## config.mk

```make
export PLATFORM = sky130hd
export DESIGN_NAME = cascaded_biquad_iir_filter
export DESIGN_NICKNAME = d
export VERILOG_FILES = /design/src/rtl/cbq_pkg.sv /design/src/rtl/cbq_sequencer.sv /design/src/rtl/cbq_datapath.sv /design/src/rtl/cascaded_biquad_iir_filter.sv
export SDC_FILE = /design/constraint.sdc
export NUM_CORES = 2
export LEC_CHECK = 0
export ABC_AREA = 1
export BUFFER_PORTS_ARGS = -buffer_cell sky130_fd_sc_hd__buf_2
export CORE_ASPECT_RATIO = 0.5
export CORE_UTILIZATION = 55
export CTS_BUF_LIST = sky130_fd_sc_hd__clkbuf_16
export CTS_CLUSTER_DIAMETER = 40
export CTS_CLUSTER_SIZE = 8
export DETAILED_ROUTE_END_ITERATION = 8
export PLACE_DENSITY = 0.74
export SETUP_SLACK_MARGIN = 0.02
export SLEW_MARGIN = 0
export SYNTH_ARGS = -nofsm -noshare
export SYNTH_HDL_FRONTEND = slang
export SYNTH_SLANG_ARGS = --single-unit
```

## constraint.sdc

```tcl
create_clock -name clk -period 7.1 [get_ports clk]
set_input_delay 0.355 -clock clk [delete_from_list [all_inputs] [get_ports clk]]
set_output_delay 0.355 -clock clk [all_outputs]
set_load 0.01 [all_outputs]
```

## src/rtl/cbq_pkg.sv

```systemverilog
// ----------------------------------------------------------------------------
// cbq_pkg
// Shared types, constants and the microcode ROM for the biquad cascade.
// ----------------------------------------------------------------------------
package cbq_pkg;

    localparam int MAX_STAGES      = 8;
    localparam int COEFS_PER_STAGE = 5;
    localparam int DATA_W          = 16;
    localparam int ACC_W           = 32;
    localparam int STAGE_W         = $clog2(MAX_STAGES);
    localparam int NSTG_W          = $clog2(MAX_STAGES + 1);
    localparam int SLOT_W          = 3;
    localparam int COEF_DEPTH      = MAX_STAGES * COEFS_PER_STAGE;
    localparam int CADDR_W         = $clog2(COEF_DEPTH);
    localparam int PC_W            = 4;

    localparam logic REQ_FILTER = 1'b0;
    localparam logic REQ_COEF   = 1'b1;

    localparam logic [SLOT_W-1:0] SLOT_A0 = 3'd0;
    localparam logic [SLOT_W-1:0] SLOT_A1 = 3'd1;
    localparam logic [SLOT_W-1:0] SLOT_A2 = 3'd2;
    localparam logic [SLOT_W-1:0] SLOT_B1 = 3'd3;
    localparam logic [SLOT_W-1:0] SLOT_B2 = 3'd4;

    // program steps
    localparam logic [PC_W-1:0] PC_CHECK   = 4'd0;
    localparam logic [PC_W-1:0] PC_RD_A0   = 4'd1;
    localparam logic [PC_W-1:0] PC_MUL_X   = 4'd2;
    localparam logic [PC_W-1:0] PC_MUL_XH0 = 4'd3;
    localparam logic [PC_W-1:0] PC_RD_A2   = 4'd4;
    localparam logic [PC_W-1:0] PC_MUL_XH1 = 4'd5;
    localparam logic [PC_W-1:0] PC_MUL_YH0 = 4'd6;
    localparam logic [PC_W-1:0] PC_RD_B2   = 4'd7;
    localparam logic [PC_W-1:0] PC_MUL_YH1 = 4'd8;
    localparam logic [PC_W-1:0] PC_SUB_B2  = 4'd9;
    localparam logic [PC_W-1:0] PC_WB      = 4'd10;
    localparam logic [PC_W-1:0] PC_DONE    = 4'd11;

    localparam logic [2:0] REG_STAGE_COUNT = 3'd0;
    localparam logic [NSTG_W-1:0] STAGE_COUNT_RST = NSTG_W'(2);

    typedef enum logic [2:0] {
        OPD_X,
        OPD_XH0,
        OPD_XH1,
        OPD_YH0,
        OPD_YH1
    } opd_sel_t;

    typedef enum logic [1:0] {
        ACC_NOP,
        ACC_LOAD,
        ACC_ADD,
        ACC_SUB
    } acc_op_t;

    typedef enum logic [1:0] {
        JC_NONE,
        JC_ZERO,
        JC_MORE,
        JC_WAIT
    } jcond_t;

    typedef struct packed {
        logic              rd_en;
        logic [SLOT_W-1:0] rd_slot;
        logic              mul_en;
        opd_sel_t          mul_sel;
        acc_op_t           acc_op;
        logic              wb;
        logic              out_ld;
        jcond_t            jcond;
        logic [PC_W-1:0]   jtarget;
    } ucode_t;

    typedef struct packed {
        logic               rd_en;
        logic [SLOT_W-1:0]  rd_slot;
        logic               mul_en;
        opd_sel_t           mul_sel;
        acc_op_t            acc_op;
        logic               wb;
        logic               out_ld;
        logic [STAGE_W-1:0] stage;
    } ctl_t;

    typedef struct packed {
        logic                     en;
        logic [CADDR_W-1:0]       addr;
        logic signed [DATA_W-1:0] data;
    } coef_wr_t;

    function automatic logic [CADDR_W-1:0] coef_addr(input logic [STAGE_W-1:0] stage,
                                                     input logic [SLOT_W-1:0] slot);
        coef_addr = CADDR_W'(stage) * CADDR_W'(COEFS_PER_STAGE) + CADDR_W'(slot);
    endfunction

    // one stage: read coef, multiply the next cycle, accumulate the cycle after
    function automatic ucode_t ucode_rom(input logic [PC_W-1:0] pc);
        ucode_t u;
        u = '0;
        case (pc)
            PC_CHECK:
            begin
                u.jcond   = JC_ZERO;
                u.jtarget = PC_DONE;
            end
            PC_RD_A0:
            begin
                u.rd_en   = 1'b1;
                u.rd_slot = SLOT_A0;
            end
            PC_MUL_X:
            begin
                u.rd_en   = 1'b1;
                u.rd_slot = SLOT_A1;
                u.mul_en  = 1'b1;
                u.mul_sel = OPD_X;
            end
            PC_MUL_XH0:
            begin
                u.mul_en  = 1'b1;
                u.mul_sel = OPD_XH0;
                u.acc_op  = ACC_LOAD;
            end
            PC_RD_A2:
            begin
                u.rd_en   = 1'b1;
                u.rd_slot = SLOT_A2;
                u.acc_op  = ACC_ADD;
            end
            PC_MUL_XH1:
            begin
                u.rd_en   = 1'b1;
                u.rd_slot = SLOT_B1;
                u.mul_en  = 1'b1;
                u.mul_sel = OPD_XH1;
                u.acc_op  = ACC_ADD;
            end
            PC_MUL_YH0:
            begin
                u.mul_en  = 1'b1;
                u.mul_sel = OPD_YH0;
                u.acc_op  = ACC_ADD;
            end
            PC_RD_B2:
            begin
                u.rd_en   = 1'b1;
                u.rd_slot = SLOT_B2;
                u.acc_op  = ACC_SUB;
            end
            PC_MUL_YH1:
            begin
                u.mul_en  = 1'b1;
                u.mul_sel = OPD_YH1;
                u.acc_op  = ACC_SUB;
            end
            PC_SUB_B2:
            begin
                u.acc_op  = ACC_SUB;
            end
            PC_WB:
            begin
                u.wb      = 1'b1;
                u.jcond   = JC_MORE;
                u.jtarget = PC_RD_A0;
            end
            PC_DONE:
            begin
                u.out_ld  = 1'b1;
                u.jcond   = JC_WAIT;
                u.jtarget = PC_DONE;
            end
            default:
            begin
                u = '0;
            end
        endcase
        return u;
    endfunction

endpackage

```

## src/rtl/cbq_sequencer.sv

```systemverilog
// ----------------------------------------------------------------------------
// cbq_sequencer
// Step counter, stage counter and microcode ROM with conditional jumps.
// ----------------------------------------------------------------------------
module cbq_sequencer
(
    input  logic                       clk,
    input  logic                       rst_n,
    input  logic                       start,
    input  logic [cbq_pkg::NSTG_W-1:0] n_stages,
    input  logic                       out_free,
    output cbq_pkg::ctl_t              ctl,
    output logic                       busy
);
    import cbq_pkg::*;

    logic [PC_W-1:0]    pc_reg, pc_next;
    logic [STAGE_W-1:0] stage_reg, stage_next;
    logic               busy_reg, busy_next;
    logic               last_stage;
    ucode_t             uw;

    assign uw         = ucode_rom(pc_reg);
    assign last_stage = (NSTG_W'(stage_reg) == n_stages - NSTG_W'(1));
    assign busy       = busy_reg;

    always_ff @(posedge clk or negedge rst_n)
    begin
        if (!rst_n)
        begin
            pc_reg    <= PC_CHECK;
            stage_reg <= '0;
            busy_reg  <= 1'b0;
        end
        else
        begin
            pc_reg    <= pc_next;
            stage_reg <= stage_next;
            busy_reg  <= busy_next;
        end
    end

    always_comb
    begin
        pc_next    = pc_reg;
        stage_next = stage_reg;
        busy_next  = busy_reg;
        ctl        = '0;
        if (start)
        begin
            busy_next  = 1'b1;
            pc_next    = PC_CHECK;
            stage_next = '0;
        end
        else if (busy_reg)
        begin
            ctl.rd_en   = uw.rd_en;
            ctl.rd_slot = uw.rd_slot;
            ctl.mul_en  = uw.mul_en;
            ctl.mul_sel = uw.mul_sel;
            ctl.acc_op  = uw.acc_op;
            ctl.wb      = uw.wb;
            ctl.out_ld  = uw.out_ld & out_free;
            ctl.stage   = stage_reg;
            case (uw.jcond)
                JC_ZERO:
                begin
                    pc_next = (n_stages == '0) ? uw.jtarget : pc_reg + PC_W'(1);
                end
                JC_MORE:
                begin
                    stage_next = stage_reg + STAGE_W'(1);
                    pc_next    = last_stage ? pc_reg + PC_W'(1) : uw.jtarget;
                end
                JC_WAIT:
                begin
                    pc_next = uw.jtarget;
                    if (out_free)
                    begin
                        busy_next = 1'b0;
                    end
                end
                default:
                begin
                    pc_next = pc_reg + PC_W'(1);
                end
            endcase
        end
    end

`ifndef SYNTHESIS
    a_pc_range: assert property (@(posedge clk) disable iff (!rst_n)
        busy_reg |-> pc_reg <= PC_DONE)
        else $error("program counter out of range");
    a_stage_range: assert property (@(posedge clk) disable iff (!rst_n)
        busy_reg && pc_reg != PC_CHECK && pc_reg != PC_DONE |-> NSTG_W'(stage_reg) < n_stages)
        else $error("stage index beyond active stages");
    a_no_restart: assert property (@(posedge clk) disable iff (!rst_n)
        start |-> !busy_reg)
        else $error("transfer accepted while busy");
    a_done_release: assert property (@(posedge clk) disable iff (!rst_n)
        busy_reg && pc_reg == PC_DONE && out_free && !start |=> !busy_reg)
        else $error("sequencer did not release after result load");
`endif

endmodule

```

## src/rtl/cbq_datapath.sv

```systemverilog
// ----------------------------------------------------------------------------
// cbq_datapath
// Coefficient memory, stage histories and the fractional saturating MAC.
// ----------------------------------------------------------------------------
module cbq_datapath
(
    input  logic                              clk,
    input  logic                              rst_n,
    input  cbq_pkg::ctl_t                     ctl,
    input  cbq_pkg::coef_wr_t                 cw,
    input  logic                              start,
    input  logic signed [cbq_pkg::DATA_W-1:0] sample_in,
    output logic signed [cbq_pkg::DATA_W-1:0] x_out
);
    import cbq_pkg::*;

    logic signed [DATA_W-1:0] coef_mem [COEF_DEPTH];
    logic [COEF_DEPTH-1:0]    coef_vld_reg;
    logic signed [DATA_W-1:0] coef_raw_reg;
    logic                     rd_vld_reg;
    logic [CADDR_W-1:0]       rd_addr;
    logic signed [DATA_W-1:0] coef_q;

    logic signed [DATA_W-1:0] xh0_reg [MAX_STAGES];
    logic signed [DATA_W-1:0] xh1_reg [MAX_STAGES];
    logic signed [DATA_W-1:0] yh0_reg [MAX_STAGES];
    logic signed [DATA_W-1:0] yh1_reg [MAX_STAGES];
    logic signed [DATA_W-1:0] x_reg;
    logic signed [DATA_W-1:0] opd;

    logic signed [ACC_W-1:0]  prod_full;
    logic signed [ACC_W-1:0]  prod_dbl;
    logic signed [ACC_W-1:0]  prod_reg;
    logic signed [ACC_W-1:0]  acc_reg, acc_next;
    logic signed [ACC_W:0]    sum;
    logic signed [DATA_W-1:0] y;

    localparam logic signed [ACC_W-1:0] ACC_MAX = {1'b0, {(ACC_W-1){1'b1}}};
    localparam logic signed [ACC_W-1:0] ACC_MIN = {1'b1, {(ACC_W-1){1'b0}}};
    localparam logic signed [ACC_W-1:0] PROD_FS = {2'b01, {(ACC_W-2){1'b0}}};

    assign rd_addr = coef_addr(ctl.stage, ctl.rd_slot);
    assign coef_q  = rd_vld_reg ? coef_raw_reg : '0;
    assign y       = acc_reg[ACC_W-1 -: DATA_W];
    assign x_out   = x_reg;

    always_ff @(posedge clk)
    begin
        if (cw.en)
        begin
            coef_mem[cw.addr] <= cw.data;
        end
        if (ctl.rd_en)
        begin
            coef_raw_reg <= coef_mem[rd_addr];
        end
    end

    always_ff @(posedge clk or negedge rst_n)
    begin
        if (!rst_n)
        begin
            coef_vld_reg <= '0;
            rd_vld_reg   <= 1'b0;
        end
        else
        begin
            if (cw.en)
            begin
                coef_vld_reg[cw.addr] <= 1'b1;
            end
            if (ctl.rd_en)
            begin
                rd_vld_reg <= coef_vld_reg[rd_addr];
            end
        end
    end

    always_comb
    begin
        case (ctl.mul_sel)
            OPD_X:   opd = x_reg;
            OPD_XH0: opd = xh0_reg[ctl.stage];
            OPD_XH1: opd = xh1_reg[ctl.stage];
            OPD_YH0: opd = yh0_reg[ctl.stage];
            OPD_YH1: opd = yh1_reg[ctl.stage];
            default: opd = '0;
        endcase
    end

    // -1 * -1 doubles past full scale
    assign prod_full = coef_q * opd;
    assign prod_dbl  = (prod_full == PROD_FS) ? ACC_MAX : (prod_full <<< 1);

    always_comb
    begin
        case (ctl.acc_op)
            ACC_ADD: sum = {acc_reg[ACC_W-1], acc_reg} + {prod_reg[ACC_W-1], prod_reg};
            ACC_SUB: sum = {acc_reg[ACC_W-1], acc_reg} - {prod_reg[ACC_W-1], prod_reg};
            default: sum = {prod_reg[ACC_W-1], prod_reg};
        endcase
        if (sum[ACC_W] != sum[ACC_W-1])
        begin
            acc_next = sum[ACC_W] ? ACC_MIN : ACC_MAX;
        end
        else
        begin
            acc_next = sum[ACC_W-1:0];
        end
    end

    always_ff @(posedge clk)
    begin
        if (ctl.mul_en)
        begin
            prod_reg <= prod_dbl;
        end
        if (ctl.acc_op != ACC_NOP)
        begin
            acc_reg <= acc_next;
        end
        if (start)
        begin
            x_reg <= sample_in;
        end
        else if (ctl.wb)
        begin
            x_reg <= y;
        end
    end

    always_ff @(posedge clk or negedge rst_n)
    begin
        if (!rst_n)
        begin
            for (int i = 0; i < MAX_STAGES; i++)
            begin
                xh0_reg[i] <= '0;
                xh1_reg[i] <= '0;
                yh0_reg[i] <= '0;
                yh1_reg[i] <= '0;
            end
        end
        else if (ctl.wb)
        begin
            xh1_reg[ctl.stage] <= xh0_reg[ctl.stage];
            xh0_reg[ctl.stage] <= x_reg;
            yh1_reg[ctl.stage] <= yh0_reg[ctl.stage];
            yh0_reg[ctl.stage] <= y;
        end
    end

endmodule

```

## src/rtl/cascaded_biquad_iir_filter.sv

```systemverilog
// Each sample runs through the single shared MAC, which executes the ten-step
// per-stage microprogram; s_tready stays low until its result is loaded, so no
// sample or coefficient transfer enters while one is in flight.
// Output register lets the next transfer enter while a result waits.
// Reset: histories and coefficients read as zero, stage_count returns to 2.
// ----------------------------------------------------------------------------
// cascaded_biquad_iir_filter
// Direct-form-I biquad cascade, Q15, microcoded shared MAC, APB config.
// ----------------------------------------------------------------------------
module cascaded_biquad_iir_filter
(
    input  logic        clk,
    input  logic        rst_n,
    // APB
    input  logic        psel,
    input  logic        penable,
    input  logic        pwrite,
    input  logic [2:0]  paddr,
    input  logic [31:0] pwdata,
    output logic [31:0] prdata,
    output logic        pready,
    // input stream
    input  logic        s_tvalid,
    output logic        s_tready,
    input  logic [39:0] s_tdata,   // sample_in[15:0], coef_stage[18:16], coef_slot[21:19],
                                   // coef_value[37:22], zero[39:38]
    input  logic        s_tuser,   // req_type
    // output stream
    output logic        m_tvalid,
    input  logic        m_tready,
    output logic [15:0] m_tdata    // sample_out
);
    import cbq_pkg::*;

    logic [NSTG_W-1:0]        stage_count_reg;
    logic [NSTG_W-1:0]        n_stages;
    logic                     accept;
    logic                     start;
    logic                     busy;
    logic                     out_free;
    logic                     out_valid_reg;
    logic signed [DATA_W-1:0] out_data_reg;
    logic signed [DATA_W-1:0] x_out;
    logic [STAGE_W-1:0]       wr_stage;
    logic [SLOT_W-1:0]        wr_slot;
    ctl_t                     ctl;
    coef_wr_t                 cw;

    assign pready   = 1'b1;
    assign prdata   = (paddr == REG_STAGE_COUNT) ? 32'(stage_count_reg) : '0;

    assign n_stages = (stage_count_reg > NSTG_W'(MAX_STAGES)) ? NSTG_W'(MAX_STAGES)
                                                             : stage_count_reg;

    assign s_tready = !busy;
    assign accept   = s_tvalid & s_tready;
    assign start    = accept & (s_tuser == REQ_FILTER);

    assign wr_stage = s_tdata[18:16];
    assign wr_slot  = s_tdata[21:19];
    assign cw.en    = accept & (s_tuser == REQ_COEF)
                      & (32'(wr_slot) < COEFS_PER_STAGE) & (32'(wr_stage) < MAX_STAGES);
    assign cw.addr  = coef_addr(wr_stage, wr_slot);
    assign cw.data  = s_tdata[37:22];

    assign out_free = !out_valid_reg | m_tready;
    assign m_tvalid = out_valid_reg;
    assign m_tdata  = out_data_reg;

    always_ff @(posedge clk or negedge rst_n)
    begin
        if (!rst_n)
        begin
            stage_count_reg <= STAGE_COUNT_RST;
        end
        else if (psel && penable && pwrite && pready && paddr == REG_STAGE_COUNT)
        begin
            stage_count_reg <= pwdata[NSTG_W-1:0];
        end
    end

    always_ff @(posedge clk or negedge rst_n)
    begin
        if (!rst_n)
        begin
            out_valid_reg <= 1'b0;
        end
        else if (ctl.out_ld)
        begin
            out_valid_reg <= 1'b1;
        end
        else if (m_tready)
        begin
            out_valid_reg <= 1'b0;
        end
    end

    always_ff @(posedge clk)
    begin
        if (ctl.out_ld)
        begin
            out_data_reg <= x_out;
        end
    end

    cbq_sequencer u_seq
    (
        .clk      (clk),
        .rst_n    (rst_n),
        .start    (start),
        .n_stages (n_stages),
        .out_free (out_free),
        .ctl      (ctl),
        .busy     (busy)
    );

    cbq_datapath u_dp
    (
        .clk       (clk),
        .rst_n     (rst_n),
        .ctl       (ctl),
        .cw        (cw),
        .start     (start),
        .sample_in (s_tdata[15:0]),
        .x_out     (x_out)
    );

endmodule

```

# Yosys cells after proc, flatten, opt, wreduce, memory -nomap -nowiden
# Memories as Yosys holds them, arrays and structs flattened. A register that Yosys moved wholly into a read port is not among the register bits.
# Cells that the tools add are included.
[totals]
ram_bits = 640
wordCells = 169
inputBits = 83
register_bits = 662
memories = 1
[classes]
n_reduce_logical = 19
eq_ne = 23
multipliers = 3
n_lt_le_gt_ge = 7
bitwise_logic = 9
muxes = 56
n_addsub = 7
[mem_list]
columns = ["name", "words", "word_bits", "read_ports", "rd_ports_with_merged_regs", "write_ports", "line", "text"]
rows = [
  ["u_dp.coef_mem", 40, 16, 1, 1, 1, "cbq_datapath.sv:17", "logic signed [DATA_W-1:0] coef_mem [COEF_DEPTH];"],
]
[op_table]
columns = ["cell", "count"]
rows = [
  ["bitwise mux 128 bit", 4],
  ["binary-select mux 16 bit (select 3 bit)", 4],
  ["2-to-1 mux 16 bit", 12],
  ["case mux 16 bit (5 select lines)", 1],
  ["case mux 33 bit (2 select lines)", 1],
  ["2-to-1 mux 32 bit", 2],
  ["demux 16 bit (select 3 bit)", 1],
  ["OR 40 bit", 1],
  ["case mux 4 bit (5 select lines)", 2],
  ["adder 32 x 32 -> 33 bit", 1],
  ["subtractor 32 x 32 -> 33 bit", 1],
  ["== test 32 bit (second input constant)", 1],
  ["multiplier 16 x 16 -> 32 bit", 1],
  ["2-to-1 mux 15 bit", 2],
  ["2-to-1 mux 4 bit", 6],
  ["case mux 6 bit (3 select lines)", 1],
  ["== test 4 x 3 -> 1 bit (second input constant)", 4],
  ["== test 4 bit (second input constant)", 4],
  ["< comparator 6 x 7 -> 1 bit (second input constant)", 2],
  ["2-to-1 mux 1 bit", 13],
  ["adder 6 x 3 -> 6 bit", 2],
  ["multiplier 3 x 3 -> 6 bit (second input constant)", 2],
  ["case mux 4 bit (3 select lines)", 1],
  ["nonzero test 2 bit", 5],
  ["31 further kinds", 50],
]

# Longest topological paths before layout
[logic_depth]
ltp_word = 13
depth_mapped = 46
depth_no_buf = 42

# Hierarchy
# From an unflattened synthesis, not the netlist that was laid out.
[unflattened]
hier_cells = 6890
hier_area_um2 = 68413.1
[by_module_without_submodules]
columns = ["mod", "instances", "area_per_inst_um2", "seq_area_each_um2", "cells_per_inst"]
rows = [
  ["cbq_datapath", 1, 66352.4, 35939.5, 6648],
  ["cascaded_biquad_iir_filter", 1, 1208.7, 606.8, 114],
  ["cbq_sequencer", 1, 852.1, 200.2, 128],
]

# Least setup slack after synthesis
# No wires, ideal clock.
[synth_timing]
path_type = "reg-to-reg"
start = "register u_seq.pc_reg[0]"
end = "register u_dp.prod_reg[27], data pin"
t_required_ps = 6840
period_less_slack_ps = 7485
setup_time_ps = 260
t_arrival_ps = 7225
n_path_buf = 2
path_stages_with_launch = 37
path_slack_ps = -385
cell_sequence = "dfrtp_1 > inv_1 > ha_1 > nand2_1 > nand2_2 > nand2_2 > nor2_4 > nor4_4 > buf_2 > nand2_1 > o41ai_1 > nor2_1 > nor2_1 > inv_1 > fa_1 > inv_1 > fa_1 > inv_1 > fa_1 > fa_1 > fa_1 > fa_1 > inv_1 > ha_1 > nand2_1 > nor2_1 > nand4_1 > or2_2 > nand2_1 > nand2_1 > nand2_1 > nor2_1 > nand3_1 > nor2_1 > nand2_2 > buf_4 > nand2_1"
[synth_via]
elab_chain_cells = 8
elab_cells_between_ends = 16
classes_between = "mul (1); eq/ne (10); mux (4); reduce/logical (1)"
[synth_lines]
columns = ["element", "line", "text"]
rows = [
  ["start: declaration", "cbq_sequencer.sv:17", "logic [PC_W-1:0] pc_reg, pc_next;"],
  ["start signal: assignment", "cbq_sequencer.sv:37", "pc_reg <= pc_next;"],
  ["== test 4 bit (tied with other cells)", "cbq_pkg.sv:104", "case (pc)"],
  ["case mux 4 bit (5 select lines) *", "cbq_pkg.sv:104", ""],
  ["2-to-1 mux 15 bit *", "cbq_sequencer.sv:55", "else if (busy_reg)"],
  ["2-to-1 mux 15 bit *", "cbq_sequencer.sv:49", "if (start)"],
  ["== test 3 bit (tied with other cells)", "cbq_datapath.sv:81", "case (ctl.mul_sel)"],
  ["case mux 16 bit (5 select lines) *", "cbq_datapath.sv:81", ""],
  ["multiplier 16 x 16 -> 32 bit *", "cbq_datapath.sv:92", "assign prod_full = coef_q * opd;"],
  ["== test 32 bit", "cbq_datapath.sv:93", "assign prod_dbl = (prod_full == PROD_FS) ? ACC_MAX : (prod_full <<< 1);"],
  ["end signal: assignment", "cbq_datapath.sv:116", "prod_reg <= prod_dbl;"],
  ["end: declaration", "cbq_datapath.sv:33", "logic signed [ACC_W-1:0] prod_reg;"],
]
# Every way passes the cells marked *; elsewhere a longest branch is shown, timed or not.
# A chain may end at the register's enable or synchronous reset.

# Worst setup path after layout
[layout_timing]
start = "register u_seq.pc_reg[0]"
end = "register u_dp.prod_reg[8], data pin"
# The elaborated chain is that of the path after synthesis.

==> flow_summary.toml <==
[clocking]
numClockSinks = 1318
clk_path_buf_depth = 3
cts.htree.levels = 4
root_buffer = "clkbuf_16"
clk_pin_slew_ns = 0.06
numCtsBuffers = 187
cts_tree = "yes"
clk_latency_ns = 0.83

[global_route]
grt.total_usage = 0.318
grt_max_degree = 163
grt_pass1_vias = 51600
grt_first_pass_wirelength_mm = 303
grt.overflow.total = 0
grt_antenna_before_repair = 1

[yosys]
synthTopCellsByArea = "edfxtp_1 (33%), dfrtp_1 (21%), fa_1 (7.9%)"
synth_area_sq_um = 67500
syn_avg_cell_area_sq_um = 9.91
synth_ff_type = "edfxtp_1"
synth_cell_types = 61
synth.largest_area_cell = "edfxtp_1"
synth-seq-cells = 1318
yosysWarnings = 0
async_reset_ff_frac = 0.429
synthTopCellsByCount = "nand2_1 (1234), o21ai_0 (1000), edfxtp_1 (752)"
synth_most_common_cell = "nand2_1"
syn_inst = 6812
synth_top_area_share = 0.335
ys_seq_area_frac = 0.545
synth_edf_count = 752

[worst_setup_path]
crit_fanout = 10
path_common_cell = "fa_1"
critical_path_class = "flop to flop"
slowest_delay_ns = 0.66
cpMaxStageDelayCell = "fa_2"
cp_top_family = "adder cells"
worstSetupEndpointType = "flop"
critPathLaunchType = "flop"
worst-path-buf-inv = 15
crit_required_ns = 7.78
arrival_ns = 8.58

[floorplan]
std_cell_rows = 90
die_h_um = 250
die_area_sq_um = 124000
start_util = 0.557
fp.coreArea_sq_um = 121000
num_io_pins = 134
die_x_um = 497

[route]
wl_mm = 199
firstDrtPassIters = 6
vias = 53400
postRouteAntennaNets = 0
viasPerCell = 5.95
drt_iter0_markers = 6859
drc = 0
post_drt_wl_per_cell_um = 22.2

[placed_design]
gp_congestion = 0.958
port_buffers = 74
hpwlAfterDp_mm = 127
place_area_sq_um = 72400

[run_status]
outcome = "finished with violations"
violations = "negative setup slack"

[finish]
ff_latch_area_sq_um = 36800
fin_nets = 7756
largest_register_ffs = 640
fin_area_sq_um = 79500
drive_gt1_frac = 0.150
regMostFlops = "u_dp.coef_mem"
layout.filler_cells = 9168
multi_input_area_sq_um = 27400
area_growth_pct = 17.8

[sta]
setup_violations = 32
finClkSkew_ns = 0.0701
worstMarginPinSlew_ns = 1.20
layout_setup_ws_ns = -0.805
max_freq_ghz = 0.127
min_period_over_period = 1.11
hold_violations = 0
fin_tns_setup_ns = -24.79
rsz0062_at_grt = "yes"
maxSlewViolCount = 0
relSlewSlack = 0.201
fin_crit_ns = 7.90

[min_path]
hold_path_class = "primary input to flop"

[run]
cap_viol_max_count = 0
==> routing by layer <==
metal,vias to the layer above,global-route usage,wire (um)
met4,0,0.128,7700
met1,26100,0.444,80100
li1,23900,-,-
met3,478,0.0555,18900
met2,2942,0.497,92100
met5,-,0,0
==> worst paths after layout <==
kind | startpoint | endpoint | slack [ns] | cells after the start
setup / recovery | u_seq.pc_reg[0] | u_dp.prod_reg[8] | -0.80 | 42
hold / removal | penable | stage_count_reg[2] | 0.09 | 4
setup reg to reg | u_seq.pc_reg[0] | u_dp.prod_reg[8] | -0.80 | 42
hold reg to reg | u_dp.coef_vld_reg[10] | u_dp.coef_vld_reg[10] | 0.46 | 1
max in group asynchronous | rst_n | u_dp.xh1_reg[37] | 5.06 | 4
min in group asynchronous | rst_n | stage_count_reg[0] | 0.21 | 2
==> cell families after synthesis <==
logic type,Yosys count,synth area share
DFF,1318,0.545
and+or+nand+nor,2383,0.145
other,2,0.000111
AOI/OAI and AO/OA,1549,0.133
buffers and inverters,1090,0.0649
xor gates and xnor gates,65,0.00844
adders and majority gates,405,0.105
==> cells in the final DEF, fill, tap and decap left out, types with 41 or more instances in the layout <==
cell type  netlist  routed
buf_4           50     454
inv_1          691     724
o22ai_1        165     163
nand3_1        211     196
buf_2           45      73
nor2_1         751     721
clkbuf_16        0     190
dfrtp_1        565     559
a21oi_1         90      80
a22o_1          52      52
o21ai_0       1000     994
edfxtp_1       752     752
ha_1           140     115
buf_12           0      41
nand2_1       1234    1208
xor2_1          45      43
fa_1           265     252
nand4_1         54      54
or2_2           46      45
o221ai_1       121     121
==> what timing repair did <==
item / in CTS / in global routing
pin swaps: 6 / 95
resized for setup: 27 / 180
gates cloned: 0 / 6
setup endpoints to repair: 32 / 32
setup buffers: 13 / 39
hold endpoints to repair: 108 / 0
hold buffers: 29 / 0
==> worst register-to-register path: cells and delay by family, from the launching register on <==
| kind | cells | cell delay (ns) |
|---|---|---|
| buf+inv | 15 | 1.81 |
| compound gates | 4 | 0.41 |
| fa+ha+maj | 8 | 3.56 |
| simple gates | 15 | 1.54 |
| flops | 1 | 0.45 |
==> area by class of cell <==
type / instances / share of cell area
Sequential cell: 1318 / 0.462
Multi-Input combinational cell: 4431 / 0.345
Timing Repair Buffer: 615 / 0.0644
Clock buffer: 188 / 0.0592
Inverter: 712 / 0.0344
Tap cell: 1610 / 0.0253
Clock inverter: 88 / 0.00922
Timing Repair inverter: 3 / 0.000205
Antenna cell: 1 / 0.0000315
==> through the flow <==
step,hold WS (ns),std cells,utilization,setup WS [ns]
after global routing,0.102,8966,0.656,-1.12
final,0.0888,8966,0.656,-0.805
after floorplan,0.0594,6839,-,0.0312
after CTS,0.0106,8921,0.647,-0.744
after global placement,0.438,8603,0.597,-1.14
after detailed placement,0.449,8603,0.597,-1.23
Power is not shown: default switching activity piles up to over one toggle a cycle in this logic, so the estimate is an artifact.
